$ cat config.mk
export PLATFORM = sky130hd
export DESIGN_NAME = rpdc_queue
export DESIGN_NICKNAME = d
export VERILOG_FILES = /design/src/hw/rtl/rpdc_pkg.sv /design/src/hw/rtl/rpdc_queue.sv
export SDC_FILE = /design/constraint.sdc
export NUM_CORES = 1
export LEC_CHECK = 0
export BUFFER_PORTS_ARGS = -buffer_cell sky130_fd_sc_hd__buf_2
export CAP_MARGIN = 10
export CORE_ASPECT_RATIO = 1.4
export CORE_MARGIN = 2
export CORE_UTILIZATION = 55
export DETAILED_ROUTE_END_ITERATION = 10
export PLACE_DENSITY = 0.83
export SYNTH_ARGS = -nofsm -noshare
export SYNTH_HDL_FRONTEND = slang
export SYNTH_SLANG_ARGS = --single-unit
export TNS_END_PERCENT = 20
$ cat constraint.sdc
create_clock -name clk -period 2.9 [get_ports clk]
set_input_delay 0.435 -clock clk [delete_from_list [all_inputs] [get_ports clk]]
set_output_delay 0.435 -clock clk [all_outputs]
set_load 0.01 [all_outputs]
$ cat src/hw/rtl/rpdc_pkg.sv
// ----------------------------------------------------------------------------
// rpdc_pkg
// Shared types and constants for the range paint / distinct color counter.
// ----------------------------------------------------------------------------
`default_nettype none
package rpdc_pkg;

  localparam int MAX_POSITIONS = 1024;
  localparam int COLOR_COUNT   = 30;
  localparam int ADDR_W        = $clog2(MAX_POSITIONS);
  localparam int LEN_W         = 11;
  localparam int COLOR_W       = 5;
  localparam int CNT_W         = 5;

  localparam logic REQ_PAINT = 1'b0;
  localparam logic REQ_COUNT = 1'b1;

  typedef struct packed {
    logic               kind;
    logic [ADDR_W-1:0]  lo;
    logic [ADDR_W-1:0]  hi;
    logic [COLOR_W-1:0] color;
  } cmd_t;

  typedef enum logic [2:0] {
    BS_CLEAR,
    BS_IDLE,
    BS_RUN,
    BS_DRAIN,
    BS_FIN
  } bst_t;

endpackage
`default_nettype wire

$ cat src/hw/rtl/rpdc_queue.sv
// ----------------------------------------------------------------------------
// rpdc_queue
// Two-entry command queue between front and back.
// ----------------------------------------------------------------------------
`default_nettype none
module rpdc_queue (
  input  wire logic  clk,
  input  wire logic  rst,
  input  wire logic  wr,
  input  wire rpdc_pkg::cmd_t wdata,
  input  wire logic  rd,
  output rpdc_pkg::cmd_t rdata,
  output logic       q_full,
  output logic       q_empty
);

  rpdc_pkg::cmd_t slots [2];
  logic       wptr, rptr;
  logic [1:0] count;

  always_ff @(posedge clk) begin
    if (rst) begin
      wptr  <= 1'b0;
      rptr  <= 1'b0;
      count <= 2'd0;
    end else begin
      if (wr) wptr <= ~wptr;
      if (rd) rptr <= ~rptr;
      count <= count + 2'(wr) - 2'(rd);
    end
  end

  always_ff @(posedge clk) begin
    if (wr) slots[wptr] <= wdata;
  end

  assign rdata   = slots[rptr];
  assign q_full  = (count == 2'd2);
  assign q_empty = (count == 2'd0);

endmodule
`default_nettype wire

==> impl_metrics.env <==
export IMPL_status="finished clean"
export IMPL_multi_input_area_um2=479
export IMPL_cp_max_fo=26
export IMPL_tightest_slew_ps=436
export IMPL_r2r_slack_ps=1620
export IMPL_dr_pass1_iters=6
export IMPL_relSlewSlack_pct=71.0
export IMPL_fin_crit_ps=1970
export IMPL_ys_dominant_reg_cell="edfxtp_1"
export IMPL_p_leak_uw=0.00108
export IMPL_final_cells=218
export IMPL_yosys_top_cells_count="52 x edfxtp_1, 20 x mux2_4, 6 x mux2_2"
export IMPL_antenna_left=0
export IMPL_synth_area_leaders="edfxtp_1 71%, mux2_4 14%, dfxtp_1 4.6%"
export IMPL_insertion_delay_ps=310
export IMPL_fin_crit_sh_pct=67.9
export IMPL_cp_slowest_cell="buf_4"
export IMPL_grt_max_degree=27
export IMPL_cts_tree="done"
export IMPL_ir_drop_uv=496
export IMPL_dieWidth_um=57.4
export IMPL_r2r_start="count[0]$_SDFF_PP0_"
export IMPL_synth_avg_cell_area_um2=21.5
export IMPL_syn_inst=102
export IMPL_path_clk_slew_ps=60
export IMPL_fin_tns_setup_ps=0
export IMPL_dp_cells=202
export IMPL_arrival_ps=1530
export IMPL_track_usage_pct=16.2
export IMPL_htree_levels=3
export IMPL_antenna_cells=0
export IMPL_syn_to_final_growth_pct=21.1
export IMPL_viasPerCell=5.00
export IMPL_overflow=0
export IMPL_fmax_ghz=0.508
export IMPL_synth_area_um2=2200
export IMPL_drt_initial_drc_count=30
export IMPL_die_area_um2=4520
export IMPL_cts_buffers=9
export IMPL_worst_hold_slack_ps=308
export IMPL_min_path_type="in2reg"
export IMPL_start_util_pct=56.6
export IMPL_yosys_area_top_type="edfxtp_1"
export IMPL_yosys_register_bits=57
export IMPL_cp_num_buf_inv=2
export IMPL_cts_setup_buffers=0
export IMPL_clk_path_buf_depth=2
export IMPL_rsz0062_at_grt="no"
export IMPL_drv_cap=0
export IMPL_ios=58
export IMPL_power_density_nw_per_um2=671
export IMPL_critPathLaunchType="flip-flop"
export IMPL_routed_wl_um=3370
export IMPL_core_um2=3880
export IMPL_gp_congestion=0.696
export IMPL_clock_skew_ps=6.20
export IMPL_dieHeight_um=78.8
export IMPL_grt_pass1_wl_um=5190
export IMPL_setup_viol=0
export IMPL_synth_fp_nets=134
export IMPL_fp_row_count=27
export IMPL_criticalPathCategory="reg2out"
export IMPL_cp_cell_sequence="buf_4 > mux2_2 > buf_2"
export IMPL_nNetsFinal=202
export IMPL_final_core_util_pct=68.5
export IMPL_ys_async_sr_fraction_pct=0
export IMPL_root_buffer="clkbuf_8"
export IMPL_grt_antenna_before_repair=0
export IMPL_synth_seq_area_share_pct=75.6
export IMPL_hold_violations=0
export IMPL_cts_hold_buf=0
export IMPL_drc=0
export IMPL_yosysWarningCount=0
export IMPL_finalPower_uw=1790
export IMPL_hp_start="wdata[3]"
export IMPL_crit_family="buffers and inverters"
export IMPL_synth_most_common_cell="edfxtp_1"
export IMPL_cts_num_sinks=57
export IMPL_fill_cells=256
export IMPL_drive_gt1_share_pct=55.4
export IMPL_cp_end_kind="output pin"
export IMPL_grt_pass1_vias=1155
export IMPL_wl_per_cell_um=15.4
export IMPL_drv_slew=0
export IMPL_ff_latch_area_um2=1660
export IMPL_vias=1091
export IMPL_ctsResizeCount=0
export IMPL_critPathMaxStageDelay_ps=390
export IMPL_worstPathRequired_ps=2470
export IMPL_synth_edf_count=52
export IMPL_io_buffers=57
export IMPL_synth_cell_types=13
export IMPL_synth_top_area_share_pct=71.1
report_power, final:
part           switching [µW]  internal (µW)  total [µW]
Combinational             114            131         244
Clock                     253            310         563
Sequential               19.4            959         978
Total                     387           1400        1790
worst reg2reg max path, delay by kind of cell (launching register included):
kind	cells	cell delay, ps
xor+xnor	1	210
fa+ha+maj	2	430
buf+inv	2	130
flops	1	350
simple gates	1	90
flip-flops by register name, summed over array words and instances (netlist names), named ones only:
signal  count
slots      52
count       2
rptr        1
wptr        1
layer usage:
layer  global-route usage (%)  vias to the layer above  part of all wire (%)
met4                     8.37                        0                   1.6
met3                     7.82                        6                   5.5
met2                     28.1                       36                    55
li1                         -                      524                     -
met5                        0                        -                     0
met1                     15.4                      525                    38
path summary, 6_finish.rpt:
path | end | depth (start not counted)
setup / recovery | rdata[0] | 3
hold / removal | slots[0][3]$_DFFE_PP_ | 1
setup reg to reg | count[1]$_SDFF_PP0_ | 6
hold reg to reg | rptr$_SDFFE_PP0P_ | 2
cells by family (layout without fill, tap and decap cells):
| logic type | count (synthesis) | in the layout | synth area share (%) |
|---|---|---|---|
| xor+xnor | 3 | 3 | 1.82 |
| fa+ha+maj | 2 | 2 | 1.14 |
| buf+inv | 5 | 78 | 2.68 |
| flops | 57 | 57 | 75.6 |
| mux | 26 | 26 | 16.7 |
| simple gates | 9 | 9 | 1.99 |
area by class of cell:
class,instances,area share [%]
flip-flops and latches,57,62.4
multi-input cells,40,18.0
repair buffers,60,11.6
clock buffers,15,5.50
well taps,43,2.02
inverters,2,0.282
clock inverters,1,0.188
cell usage in the layout, fill, tap and decap left out, drive strengths merged:
master / instances
clkbuf: 15
xnor2: 2
inv: 2
edfxtp: 52
and2: 1
mux2: 26
clkinv: 1
ha: 2
nor2b: 3
buf: 60
dfxtp: 5
xnor3: 1
nor2: 5
stage by stage:
step                setup WS (ps)  area (µm²)
floorplan                     862        2200
global placement             1280        2510
detailed placement           1250        2510
CTS                           899        2660
global route                  854        2660
finish                        931        2660
No activity file was read; power rests on OpenSTA's default activity.
