<file path="src/hw/rtl/rpdc_pkg.sv">
// ----------------------------------------------------------------------------
// rpdc_pkg
// Shared types and constants for the range paint / distinct color counter.
// ----------------------------------------------------------------------------
`default_nettype none
package rpdc_pkg;

  localparam int MAX_POSITIONS = 1024;
  localparam int COLOR_COUNT   = 30;
  localparam int ADDR_W        = $clog2(MAX_POSITIONS);
  localparam int LEN_W         = 11;
  localparam int COLOR_W       = 5;
  localparam int CNT_W         = 5;

  localparam logic REQ_PAINT = 1'b0;
  localparam logic REQ_COUNT = 1'b1;

  typedef struct packed {
    logic               kind;
    logic [ADDR_W-1:0]  lo;
    logic [ADDR_W-1:0]  hi;
    logic [COLOR_W-1:0] color;
  } cmd_t;

  typedef enum logic [2:0] {
    BS_CLEAR,
    BS_IDLE,
    BS_RUN,
    BS_DRAIN,
    BS_FIN
  } bst_t;

endpackage
`default_nettype wire

</file>
<file path="src/hw/rtl/rpdc_front.sv">
// ----------------------------------------------------------------------------
// rpdc_front
// Holds the row length, clamps and orders the bounds, drops void paints.
// ----------------------------------------------------------------------------
`default_nettype none
module rpdc_front (
  input  wire logic                          clk,
  input  wire logic                          rst,
  input  wire logic                          cfg_fire,
  input  wire logic [rpdc_pkg::LEN_W-1:0]    cfg_data,
  input  wire logic                          fire,
  input  wire logic                          req_type,
  input  wire logic [rpdc_pkg::LEN_W-1:0]    left_pos,
  input  wire logic [rpdc_pkg::LEN_W-1:0]    right_pos,
  input  wire logic [rpdc_pkg::COLOR_W-1:0]  color,
  output rpdc_pkg::cmd_t                     q_data,
  output logic                               q_push
);

  logic [rpdc_pkg::LEN_W-1:0] len;
  logic [rpdc_pkg::LEN_W-1:0] len_next;
  logic [rpdc_pkg::LEN_W-1:0] pa, pb;
  logic [rpdc_pkg::ADDR_W-1:0] aa, ab;
  logic color_ok;

  always_comb begin
    if (cfg_data == '0) begin
      len_next = rpdc_pkg::LEN_W'(1);
    end else if (cfg_data > rpdc_pkg::LEN_W'(rpdc_pkg::MAX_POSITIONS)) begin
      len_next = rpdc_pkg::LEN_W'(rpdc_pkg::MAX_POSITIONS);
    end else begin
      len_next = cfg_data;
    end
  end

  always_ff @(posedge clk) begin
    if (rst) begin
      len <= rpdc_pkg::LEN_W'(rpdc_pkg::MAX_POSITIONS);
    end else if (cfg_fire) begin
      len <= len_next;
    end
  end

  always_comb begin
    if (left_pos == '0) pa = rpdc_pkg::LEN_W'(1);
    else if (left_pos > len) pa = len;
    else pa = left_pos;
    if (right_pos == '0) pb = rpdc_pkg::LEN_W'(1);
    else if (right_pos > len) pb = len;
    else pb = right_pos;
    aa = rpdc_pkg::ADDR_W'(pa - rpdc_pkg::LEN_W'(1));
    ab = rpdc_pkg::ADDR_W'(pb - rpdc_pkg::LEN_W'(1));
    color_ok = (color != '0) && (color <= rpdc_pkg::COLOR_W'(rpdc_pkg::COLOR_COUNT));
    q_data.kind  = req_type;
    q_data.lo    = (aa > ab) ? ab : aa;
    q_data.hi    = (aa > ab) ? aa : ab;
    q_data.color = color;
    q_push = fire && ((req_type == rpdc_pkg::REQ_COUNT) || color_ok);
  end

endmodule
`default_nettype wire

</file>
<file path="config.mk">
export PLATFORM = sky130hd
export DESIGN_NAME = rpdc_front
export DESIGN_NICKNAME = d
export VERILOG_FILES = /design/src/hw/rtl/rpdc_pkg.sv /design/src/hw/rtl/rpdc_front.sv
export SDC_FILE = /design/constraint.sdc
export NUM_CORES = 1
export LEC_CHECK = 0
export BUFFER_PORTS_ARGS = -buffer_cell sky130_fd_sc_hd__buf_2
export CAP_MARGIN = 5
export CORE_MARGIN = 1.5
export CORE_UTILIZATION = 60
export CTS_BUF_LIST = sky130_fd_sc_hd__clkbuf_4
export CTS_CLUSTER_SIZE = 8
export DETAILED_ROUTE_END_ITERATION = 6
export PLACE_DENSITY_LB_ADDON = 0.08
export SETUP_SLACK_MARGIN = 0.4
export SLEW_MARGIN = 30
export SYNTH_ARGS = -nofsm -noshare
export SYNTH_HDL_FRONTEND = slang
export SYNTH_SLANG_ARGS = --single-unit
</file>
<file path="constraint.sdc">
create_clock -name clk -period 11.2 [get_ports clk]
set_input_delay 0.56 -clock clk [delete_from_list [all_inputs] [get_ports clk]]
set_output_delay 0.56 -clock clk [all_outputs]
set_load 0.02 [all_outputs]
</file>
==> results.json, run 1 <==
{
  "synthTopCellsByCount": "ha_1, nor2_1, inv_1",
  "clkTransAtPathRegs_ns": 0.07,
  "hpwl_microns": 6250,
  "nets": 481,
  "drtPass1Iterations": 5,
  "synthCells": 345,
  "cts_resized": 0,
  "place.port_buffers": 69,
  "area_growth_pct": 12.2,
  "yosysTopAreaCellShare_pct": 15.9,
  "ys_ff_latch": 11,
  "r2r_setup_slack_ns": 10.25,
  "end_kind": "primary output",
  "largest-register": "len",
  "reg2reg_depth": 3,
  "setup_viol": 0,
  "hold_end": "len[10]$_SDFFE_PP1P_",
  "wl_per_cell_microns": 16.5,
  "status": "finished, final reports clean",
  "routed_wl_microns": 7490,
  "diodes": 0,
  "cp_slowest_cell": "a2111oi_2",
  "cts_buffer_depth": 2,
  "ys_seq_area_share_pct": 8.21,
  "cts_buffers": 3,
  "largest_reg_flops": 11,
  "die-area_sq_um": 4880,
  "synth-main-ff-cell": "dfxtp_1",
  "drt_iter0_markers": 278,
  "synth_edf_count": 0,
  "worstPathArrival_ns": 6.38,
  "nFillCells": 381,
  "io_pins": 70,
  "grt_pass1_vias": 2585,
  "fin_crit_ns": 6.94,
  "die_w_microns": 69.9,
  "dieHeight_microns": 69.9,
  "rsz0062_at_grt": "false",
  "design_area_sq_um": 3010,
  "syn_nets": 422,
  "drcViolationCount": 0,
  "synthSimpleGateAreaFrac_pct": 27.2,
  "critPathTopFamily": "simple AND/OR/NAND/NOR gates",
  "period_share_pct": 62.0,
  "grtUsageTotal_pct": 31.1,
  "cts_tree": "yes",
  "skew_ns": 0,
  "synth_top_family_by_area": "simple AND/OR/NAND/NOR gates",
  "leakage_nw": 1.30,
  "synth_xor_area_share_pct": 5.87,
  "antenna_left": 0,
  "routabilityCongestion": 0.900,
  "largest_registers": "len (11)",
  "path_buf_inv": 4,
  "yosys_warnings": 0,
  "place_area_sq_um": 2980,
  "worstReg2RegStart": "len[8]$_SDFFE_PP0P_",
  "final.setup.tns_ns": 0,
  "yosys-top-cells-area": "ha_1, dfxtp_1, mux2i_1",
  "via_per_inst": 6.42,
  "initial_utilization_pct": 62.1,
  "powerDensity_nw_per_um2": 119,
  "vias": 2921,
  "required_ns": 10.64,
  "grt_pass1_wl_microns": 12400,
  "grt.overflow.total": 0,
  "antenna_found_initial": 0,
  "path_cells": "inv_1 > ha_1 > nand4_1 > a211oi_1 > a2111oi_2 > nor2_2 > mux2_2 > nand2_1 > ha_1 > inv_1 > or3_1 > nor4_1 > xor2_1 > mux2i_1 > inv_1 > ha_1 > nand4_1 > a211oi_1 > a2111oi_2 > or2_2 > a211oi_1 > a211oi_2 > buf_2",
  "row_count": 24,
  "synthAdderAreaFrac_pct": 16.2,
  "htree_levels": 1,
  "hold_path.class": "reg -> reg",
  "path_max_fanout": 16,
  "tightest_slew_ns": 0.694,
  "peakVddDrop_v": 0.0000687,
  "min-delay-start": "len[10]$_SDFFE_PP1P_",
  "synthMostInstantiatedCell": "ha_1",
  "criticalPathCategory": "reg -> out",
  "cap_violations": 0,
  "clk_latency_ns": 0.27,
  "hold_buffers": 0,
  "synth_area_leader_cell": "ha_1",
  "worstReg2RegEnd": "len[8]$_SDFFE_PP0P_",
  "start_kind": "flop",
  "fmax_mhz": 144,
  "post_cts_buffers": 0,
  "core_area_sq_um": 4320,
  "async_reset_ff_share_pct": 0,
  "drive_gt1_share_pct": 25.8,
  "finalHoldViolations": 0,
  "synth_cell_types": 64,
  "max_slew_margin_pct": 53.4,
  "synth_compound_area_share_pct": 26.9,
  "slew_viol_final": 0,
  "cts_root_buf": "clkbuf_4",
  "cts_sinks": 11,
  "cpPeakStageDelay_ns": 0.59,
  "whs_path_depth": 2,
  "finalPower_w": 0.000358,
  "syn_area_sq_um": 2680,
  "syn_area_per_cell_sq_um": 7.78,
  "grt_start_max_net_pins": 17,
  "synth_mux_area_share_pct": 7.65
}
## logic make-up after synthesis
group / after synthesis
compound gates: 96
simple gates: 124
buf+inv: 41
mux: 20
xor+xnor: 18
fa+ha+maj: 35
flops: 11
## routing by layer
| metal | vias to the layer above | part of all wire, % | GRT usage [%] |
|---|---|---|---|
| met1 | 1346 | 45 | 43.0 |
| met3 | 15 | 6.0 | 2.16 |
| met4 | 0 | 1.9 | 10.3 |
| met2 | 116 | 47 | 51.4 |
| met5 | - | 0 | 0 |
| li1 | 1444 | - | - |
## worst register-to-register path, delay by kind of cell (launching register included)
kind / cells / cell delay, ns
AND/OR/NAND/NOR: 1 / 0.14
AO/OA/AOI/OAI: 1 / 0.17
buffers and inverters: 1 / 0.17
flip-flops: 1 / 0.41
## cell type report
type	count	area, sq um	share of cell area (%)
clock buffer	4	30.0	0.998
sequential	11	220	7.32
inverter	26	97.6	3.24
tap	52	65.1	2.16
timing repair buffer	69	345	11.5
multi-input combinational	293	2250	74.8
## where the power goes
| group | switching, W | internal [W] | total, W |
|---|---|---|---|
| Sequential | 0.00000250 | 0.0000408 | 0.0000433 |
| Combinational | 0.000175 | 0.000109 | 0.000284 |
| Clock | 0.0000147 | 0.0000163 | 0.0000309 |
## worst max path at each step
stage	cells after the start	slack [ns]	endpoint	from
6_report	23	4.26	q_data[7]	len[8]$_SDFFE_PP0P_
5_1_grt	23	3.63	q_data[7]	len[7]$_SDFFE_PP0P_
4_1_cts	23	4.15	q_data[17]	len[8]$_SDFFE_PP0P_
3_5_place_dp	23	4.33	q_data[17]	left_pos[4]
3_3_place_gp	23	4.58	q_data[17]	left_pos[4]
2_1_floorplan	23	5.32	q_data[22]	left_pos[6]
## per-stage QoR
stage,std cells,util [%],hold WS [ns],setup slack [ns]
floorplan,345,-,0.464,5.32
global placement,451,68.9,0.478,4.58
detailed placement,451,68.9,0.485,4.33
CTS,455,69.6,0.494,4.15
global route,455,69.6,0.522,3.63
finish,455,69.6,0.493,4.26
## placed cells by master, fill, tap and decap left out, types with 9 or more instances in the layout
cell type / count
xnor2_1: 14
nand2_1: 13
nor2_1: 27
nand3_1: 9
a21oi_1: 17
buf_2: 69
inv_1: 26
a211oi_1: 11
dfxtp_1: 11
mux2i_1: 16
nor4_1: 9
o21ai_0: 19
nand4_1: 14
ha_1: 34
nor3_1: 12
(Power assumes the default switching activity.)
==> run 2, diff against run 1 <==
- CORE_UTILIZATION: 60 -> 56
- clock period: 11.2 -> 6.4 ns (I/O delays scaled with it)
==> run 2 against run 1 <==
The run now ends with DRC left. Combinational power increased by 92%. Worst setup slack got worse by 3.5 ns. Clock power increased by 66%. Critical path depth increased by 2. Via count increased by 1.9%. Total power increased by 87%. Critical path type unchanged. Largest cell class unchanged. Highest routed layer unchanged.
==> results.json, run 2 (synthesis gave the netlist of run 1 again) <==
{
  "status": "finished with violations",
  "violations": "DRC",
  "powerDensity_nw_per_um2": 210,
  "grt.overflow.total": 0,
  "fmax_mhz": 178,
  "routabilityCongestion": 0.964,
  "rsz0062_at_grt": "false",
  "cts_tree": "yes",
  "final_cell_mix": "buf_2, ha_1, nor2_1, inv_1, o21ai_0",
  "drcViolationCount": 2,
  "grt_pass1_wl_microns": 12200,
  "grt_start_max_net_pins": 17,
  "nFillCells": 421,
  "cap_violations": 0,
  "hpwl_microns": 6500,
  "cp_slowest_cell": "dfxtp_1",
  "cpPeakStageDelay_ns": 0.39,
  "hold_buffers": 0,
  "cts_root_buf": "clkbuf_4",
  "switching_share_pct": 52.3,
  "largest-register": "len",
  "place.port_buffers": 69,
  "clk_latency_ns": 0.27,
  "routed_wl_microns": 7940,
  "nets": 493,
  "criticalPathCategory": "reg -> out",
  "finalHoldViolations": 0,
  "final_common_cell": "buf_2",
  "p_int_w": 0.000320,
  "vias": 2977,
  "path_max_fanout": 9,
  "worstPathArrival_ns": 5.31,
  "cts_buffer_depth": 2,
  "slew_viol_final": 0,
  "whs_path_depth": 3,
  "area_growth_pct": 18.9,
  "initial_utilization_pct": 57.6,
  "cts_buffers": 3,
  "setup_viol": 0,
  "required_ns": 6.08,
  "multiInputGateArea_sq_um": 2330,
  "pre_cts_ws_ns": 0.533,
  "antenna_left": 0,
  "grtUsageTotal_pct": 29.7,
  "cts_sinks": 11,
  "numPlacedInstances": 459,
  "antenna_found_initial": 0,
  "peakVddDrop_v": 0.000138,
  "comb_power_share_pct": 81.0,
  "io_pins": 70,
  "via_per_inst": 6.35,
  "tightest_slew_ns": 0.582,
  "stdcell_count": 469,
  "largest_reg_flops": 11,
  "skew_ns": 0,
  "period_share_pct": 88.0,
  "reg2reg_depth": 2,
  "clkTransAtPathRegs_ns": 0.07,
  "regArea_sq_um": 228,
  "p_seq_share_pct": 11.4,
  "layout_setup_ws_ns": 0.769,
  "largest_registers": "len (11)",
  "core_area_sq_um": 4660,
  "end_kind": "primary output",
  "hold_path.class": "in -> reg",
  "grt_pass1_vias": 2647,
  "fin_crit_ns": 5.63,
  "drt_iter0_markers": 166,
  "htree_levels": 1,
  "clkPwrFrac_pct": 7.6,
  "diodes": 0,
  "switchingPower_w": 0.000351,
  "die-area_sq_um": 5220,
  "max_slew_margin_pct": 60.6,
  "wl_per_cell_microns": 16.9,
  "dieHeight_microns": 72.2,
  "drtPass1Iterations": 7,
  "final.setup.tns_ns": 0,
  "row_count": 25,
  "leakage_nw": 1.37,
  "die_w_microns": 72.2,
  "start_kind": "flop",
  "drive_gt1_share_pct": 31.8
}
-- run 2: final cells by class --
type | instances | area share (%)
Clock buffer | 4 | 0.941
Tap cell | 54 | 2.12
Inverter | 26 | 3.06
Sequential cell | 11 | 7.14
Timing Repair Buffer | 81 | 13.6
Multi-Input combinational cell | 293 | 73.1
-- run 2: path summary, 6_finish.rpt --
| path | startpoint | slack, ns | end |
|---|---|---|---|
| hold / removal | cfg_data[4] | 0.29 | len[4]$_SDFFE_PP0P_ |
| setup reg to reg | len[0]$_SDFFE_PP0P_ | 5.47 | len[0]$_SDFFE_PP0P_ |
| setup / recovery | len[8]$_SDFFE_PP0P_ | 0.77 | q_data[17] |
| hold reg to reg | len[10]$_SDFFE_PP1P_ | 0.49 | len[10]$_SDFFE_PP1P_ |
-- run 2: metrics by stage --
stage / util (%) / cell area [sq um] / hold WS (ns) / power (W)
after detailed placement: 64.9 / 3030 / 0.488 / 0.000589
final: 68.5 / 3190 / 0.290 / 0.000671
after global placement: 64.9 / 3030 / 0.477 / 0.000583
after global routing: 68.5 / 3190 / 0.304 / 0.000721
after CTS: 66.1 / 3080 / 0.298 / 0.000646
after floorplan: - / 2680 / 0.392 / 0.000453
-- run 2: worst max-delay path: cells and delay by family, from the launching register on --
| kind | cells | cell delay, ns |
|---|---|---|
| multiplexers | 2 | 0.50 |
| adder cells (fa/ha/maj) | 3 | 0.80 |
| AND/OR/NAND/NOR | 7 | 1.13 |
| buffers and inverters | 6 | 0.87 |
| flip-flops | 1 | 0.39 |
| AO/OA/AOI/OAI | 6 | 1.24 |
| XOR/XNOR | 1 | 0.10 |
-- run 2: repair_timing --
item,in CTS,in global routing
endpoints found under the setup margin,12,20
cloned,0,0
gates resized for setup,1,22
hold endpoints to repair,0,0
buffers inserted,2,4
pin swaps,2,6
-- run 2: routing by layer --
metal	routed length [microns]	global-route usage, %
met4	206	10.9
met3	426	3.33
met2	3760	52.1
met1	3550	37.5
met5	0	0
-- run 2: power by group through the flow --
stage           clock, W  sequential (W)  combinational [W]
2_1_floorplan          0       0.0000757           0.000378
3_3_place_gp           0       0.0000772           0.000505
3_5_place_dp           0       0.0000773           0.000512
4_1_cts        0.0000514       0.0000757           0.000519
5_1_grt        0.0000535       0.0000767           0.000591
6_report       0.0000512       0.0000764           0.000544
==> run 3, diff against run 2 <==
- CORE_UTILIZATION: 56 -> 60
- clock period: 6.4 -> 7.3 ns (I/O delays scaled with it)
==> run 3 against run 2 <==
The flow now finishes without violations. Critical path type unchanged. Count of clock-buffer cells in the layout did not move. Total power fell by 16%. Final area fell by 4.4%. Final cell count fell by 2.8%. Worst hold slack improved by 0.058 ns. Routed wire length fell by 3.3%. Register-to-register slack improved by 0.89 ns. Via count fell by 1.7%. Global-route usage rose by 1.8 points. Critical path depth fell by 2. Clock skew did not move.
==> results.json, run 3 (synthesis gave the netlist of run 1 again) <==
{
  "status": "finished, final reports clean",
  "dieHeight_microns": 69.9,
  "min-delay-start": "cfg_data[2]",
  "cts_buffers": 3,
  "initial_utilization_pct": 62.1,
  "numPlacedInstances": 452,
  "antenna_left": 0,
  "grt_pass1_vias": 2708,
  "diodes": 0,
  "htree_levels": 1,
  "cts_tree": "yes",
  "cts_resized": 0,
  "worstReg2RegStart": "len[0]$_SDFFE_PP0P_",
  "post_cts_buffers": 0,
  "clkTransAtPathRegs_ns": 0.07,
  "peakVddDrop_v": 0.000139,
  "design_area_sq_um": 3050,
  "wl_per_cell_microns": 16.8,
  "start_kind": "flop",
  "via_per_inst": 6.42,
  "vias": 2926,
  "skew_ns": 0,
  "worstPathArrival_ns": 6.17,
  "antenna_found_initial": 0,
  "r2r_setup_slack_ns": 6.36,
  "regArea_sq_um": 220,
  "clk_latency_ns": 0.26,
  "multiInputGateArea_sq_um": 2280,
  "io_pins": 70,
  "startpoint": "len[6]$_SDFFE_PP0P_",
  "area_growth_pct": 13.7,
  "finalPower_w": 0.000563,
  "die-area_sq_um": 4880,
  "period_share_pct": 89.5,
  "fmax_mhz": 153,
  "final_cell_mix": "buf_2, ha_1, nor2_1, inv_1, o21ai_0",
  "core_area_sq_um": 4320,
  "largest_registers": "len (11)",
  "hpwl_microns": 6350,
  "reg2reg_depth": 2,
  "criticalPathCategory": "reg -> out",
  "drt_iter0_markers": 217,
  "nets": 482,
  "max_slew_margin_pct": 56.3,
  "hold_buffers": 0,
  "place_area_sq_um": 2990,
  "drive_gt1_share_pct": 26.2,
  "cap_violations": 0,
  "worstSetupEndpoint": "q_data[7]",
  "die_w_microns": 69.9,
  "required_ns": 6.93,
  "drtPass1Iterations": 5,
  "place.port_buffers": 69,
  "rsz0062_at_grt": "false",
  "stdcell_count": 456,
  "powerDensity_nw_per_um2": 185,
  "cts_sinks": 11,
  "grt_pass1_wl_microns": 12800,
  "hold_path.class": "in -> reg",
  "path_max_fanout": 16,
  "worstReg2RegEnd": "len[0]$_SDFFE_PP0P_",
  "cts_root_buf": "clkbuf_4",
  "row_count": 24,
  "final_common_cell": "buf_2",
  "end_kind": "primary output",
  "grt.overflow.total": 0,
  "grt_start_max_net_pins": 17,
  "grtUsageTotal_pct": 31.5,
  "largest_reg_flops": 11,
  "drcViolationCount": 0,
  "routed_wl_microns": 7680,
  "largest-register": "len",
  "fin_crit_ns": 6.54,
  "final.setup.tns_ns": 0,
  "cts_buffer_depth": 2,
  "routabilityCongestion": 0.970,
  "nFillCells": 400,
  "slew_viol_final": 0,
  "leakage_nw": 1.31,
  "tightest_slew_ns": 0.651,
  "finalHoldViolations": 0,
  "setup_viol": 0
}
run 3: cell types whose count changed in the layout (fill, tap and decap cells not counted), sizes merged:
cell / delta
buf: -11
run 3: final cells by class:
cell class                 count  share of cell area (%)
clock buffer                   4                   0.984
inverter                      26                    3.20
multi-input combinational    293                    74.9
tap                           52                    2.13
timing repair buffer          70                    11.6
sequential                    11                    7.22
run 3: power breakdown:
group	switching, W	leakage (nW)	internal (W)	total, W
registers	0.00000400	0.0900	0.0000625	0.0000665
clock network	0.0000207	0.0184	0.0000248	0.0000456
logic	0.000276	1.21	0.000175	0.000451
run 3: worst max-delay path, stage by stage (launching register included):
cell       delay (ns)
dfxtp_1          0.40
inv_1            0.18
ha_1             0.36
nand4_1          0.12
a211oi_1         0.43
a2111oi_4        0.14
nor2_2           0.30
mux2_2           0.38
nand2_1          0.07
ha_1             0.34
inv_1            0.15
or3_1            0.38
nor4_1           0.25
xor2_1           0.11
mux2i_1          0.23
inv_1            0.09
ha_1             0.31
nand4_1          0.16
a211oi_1         0.09
a2111oi_4        0.47
or2_4            0.34
nor2_1           0.09
a211oi_2         0.28
buf_2            0.21
run 3: worst min path at each step:
stage / endpoint / cells past startpoint / slack (ns)
after floorplan: len[8]$_SDFFE_PP0P_ / 1 / 0.44
after global placement: len[10]$_SDFFE_PP1P_ / 2 / 0.48
after detailed placement: len[10]$_SDFFE_PP1P_ / 2 / 0.49
after CTS: len[2]$_SDFFE_PP0P_ / 3 / 0.35
after global routing: len[4]$_SDFFE_PP0P_ / 3 / 0.38
final: len[2]$_SDFFE_PP0P_ / 3 / 0.35
run 3: per-layer routing:
| metal | global-route usage (%) | routed length, microns | vias up |
|---|---|---|---|
| li1 | - | - | 1445 |
| met1 | 43.8 | 3390 | 1337 |
| met2 | 53.2 | 3640 | 128 |
| met3 | 3.17 | 526 | 16 |
| met4 | 6.20 | 121 | 0 |
| met5 | 0 | 0 | - |
run 3: per-stage QoR:
step	hold WS (ns)	utilization (%)	setup slack, ns
floorplan	0.437	-	1.73
global placement	0.482	69.0	1.17
detailed placement	0.487	69.0	1.04
CTS	0.353	69.7	0.711
global route	0.376	70.5	0.389
finish	0.348	70.5	0.765
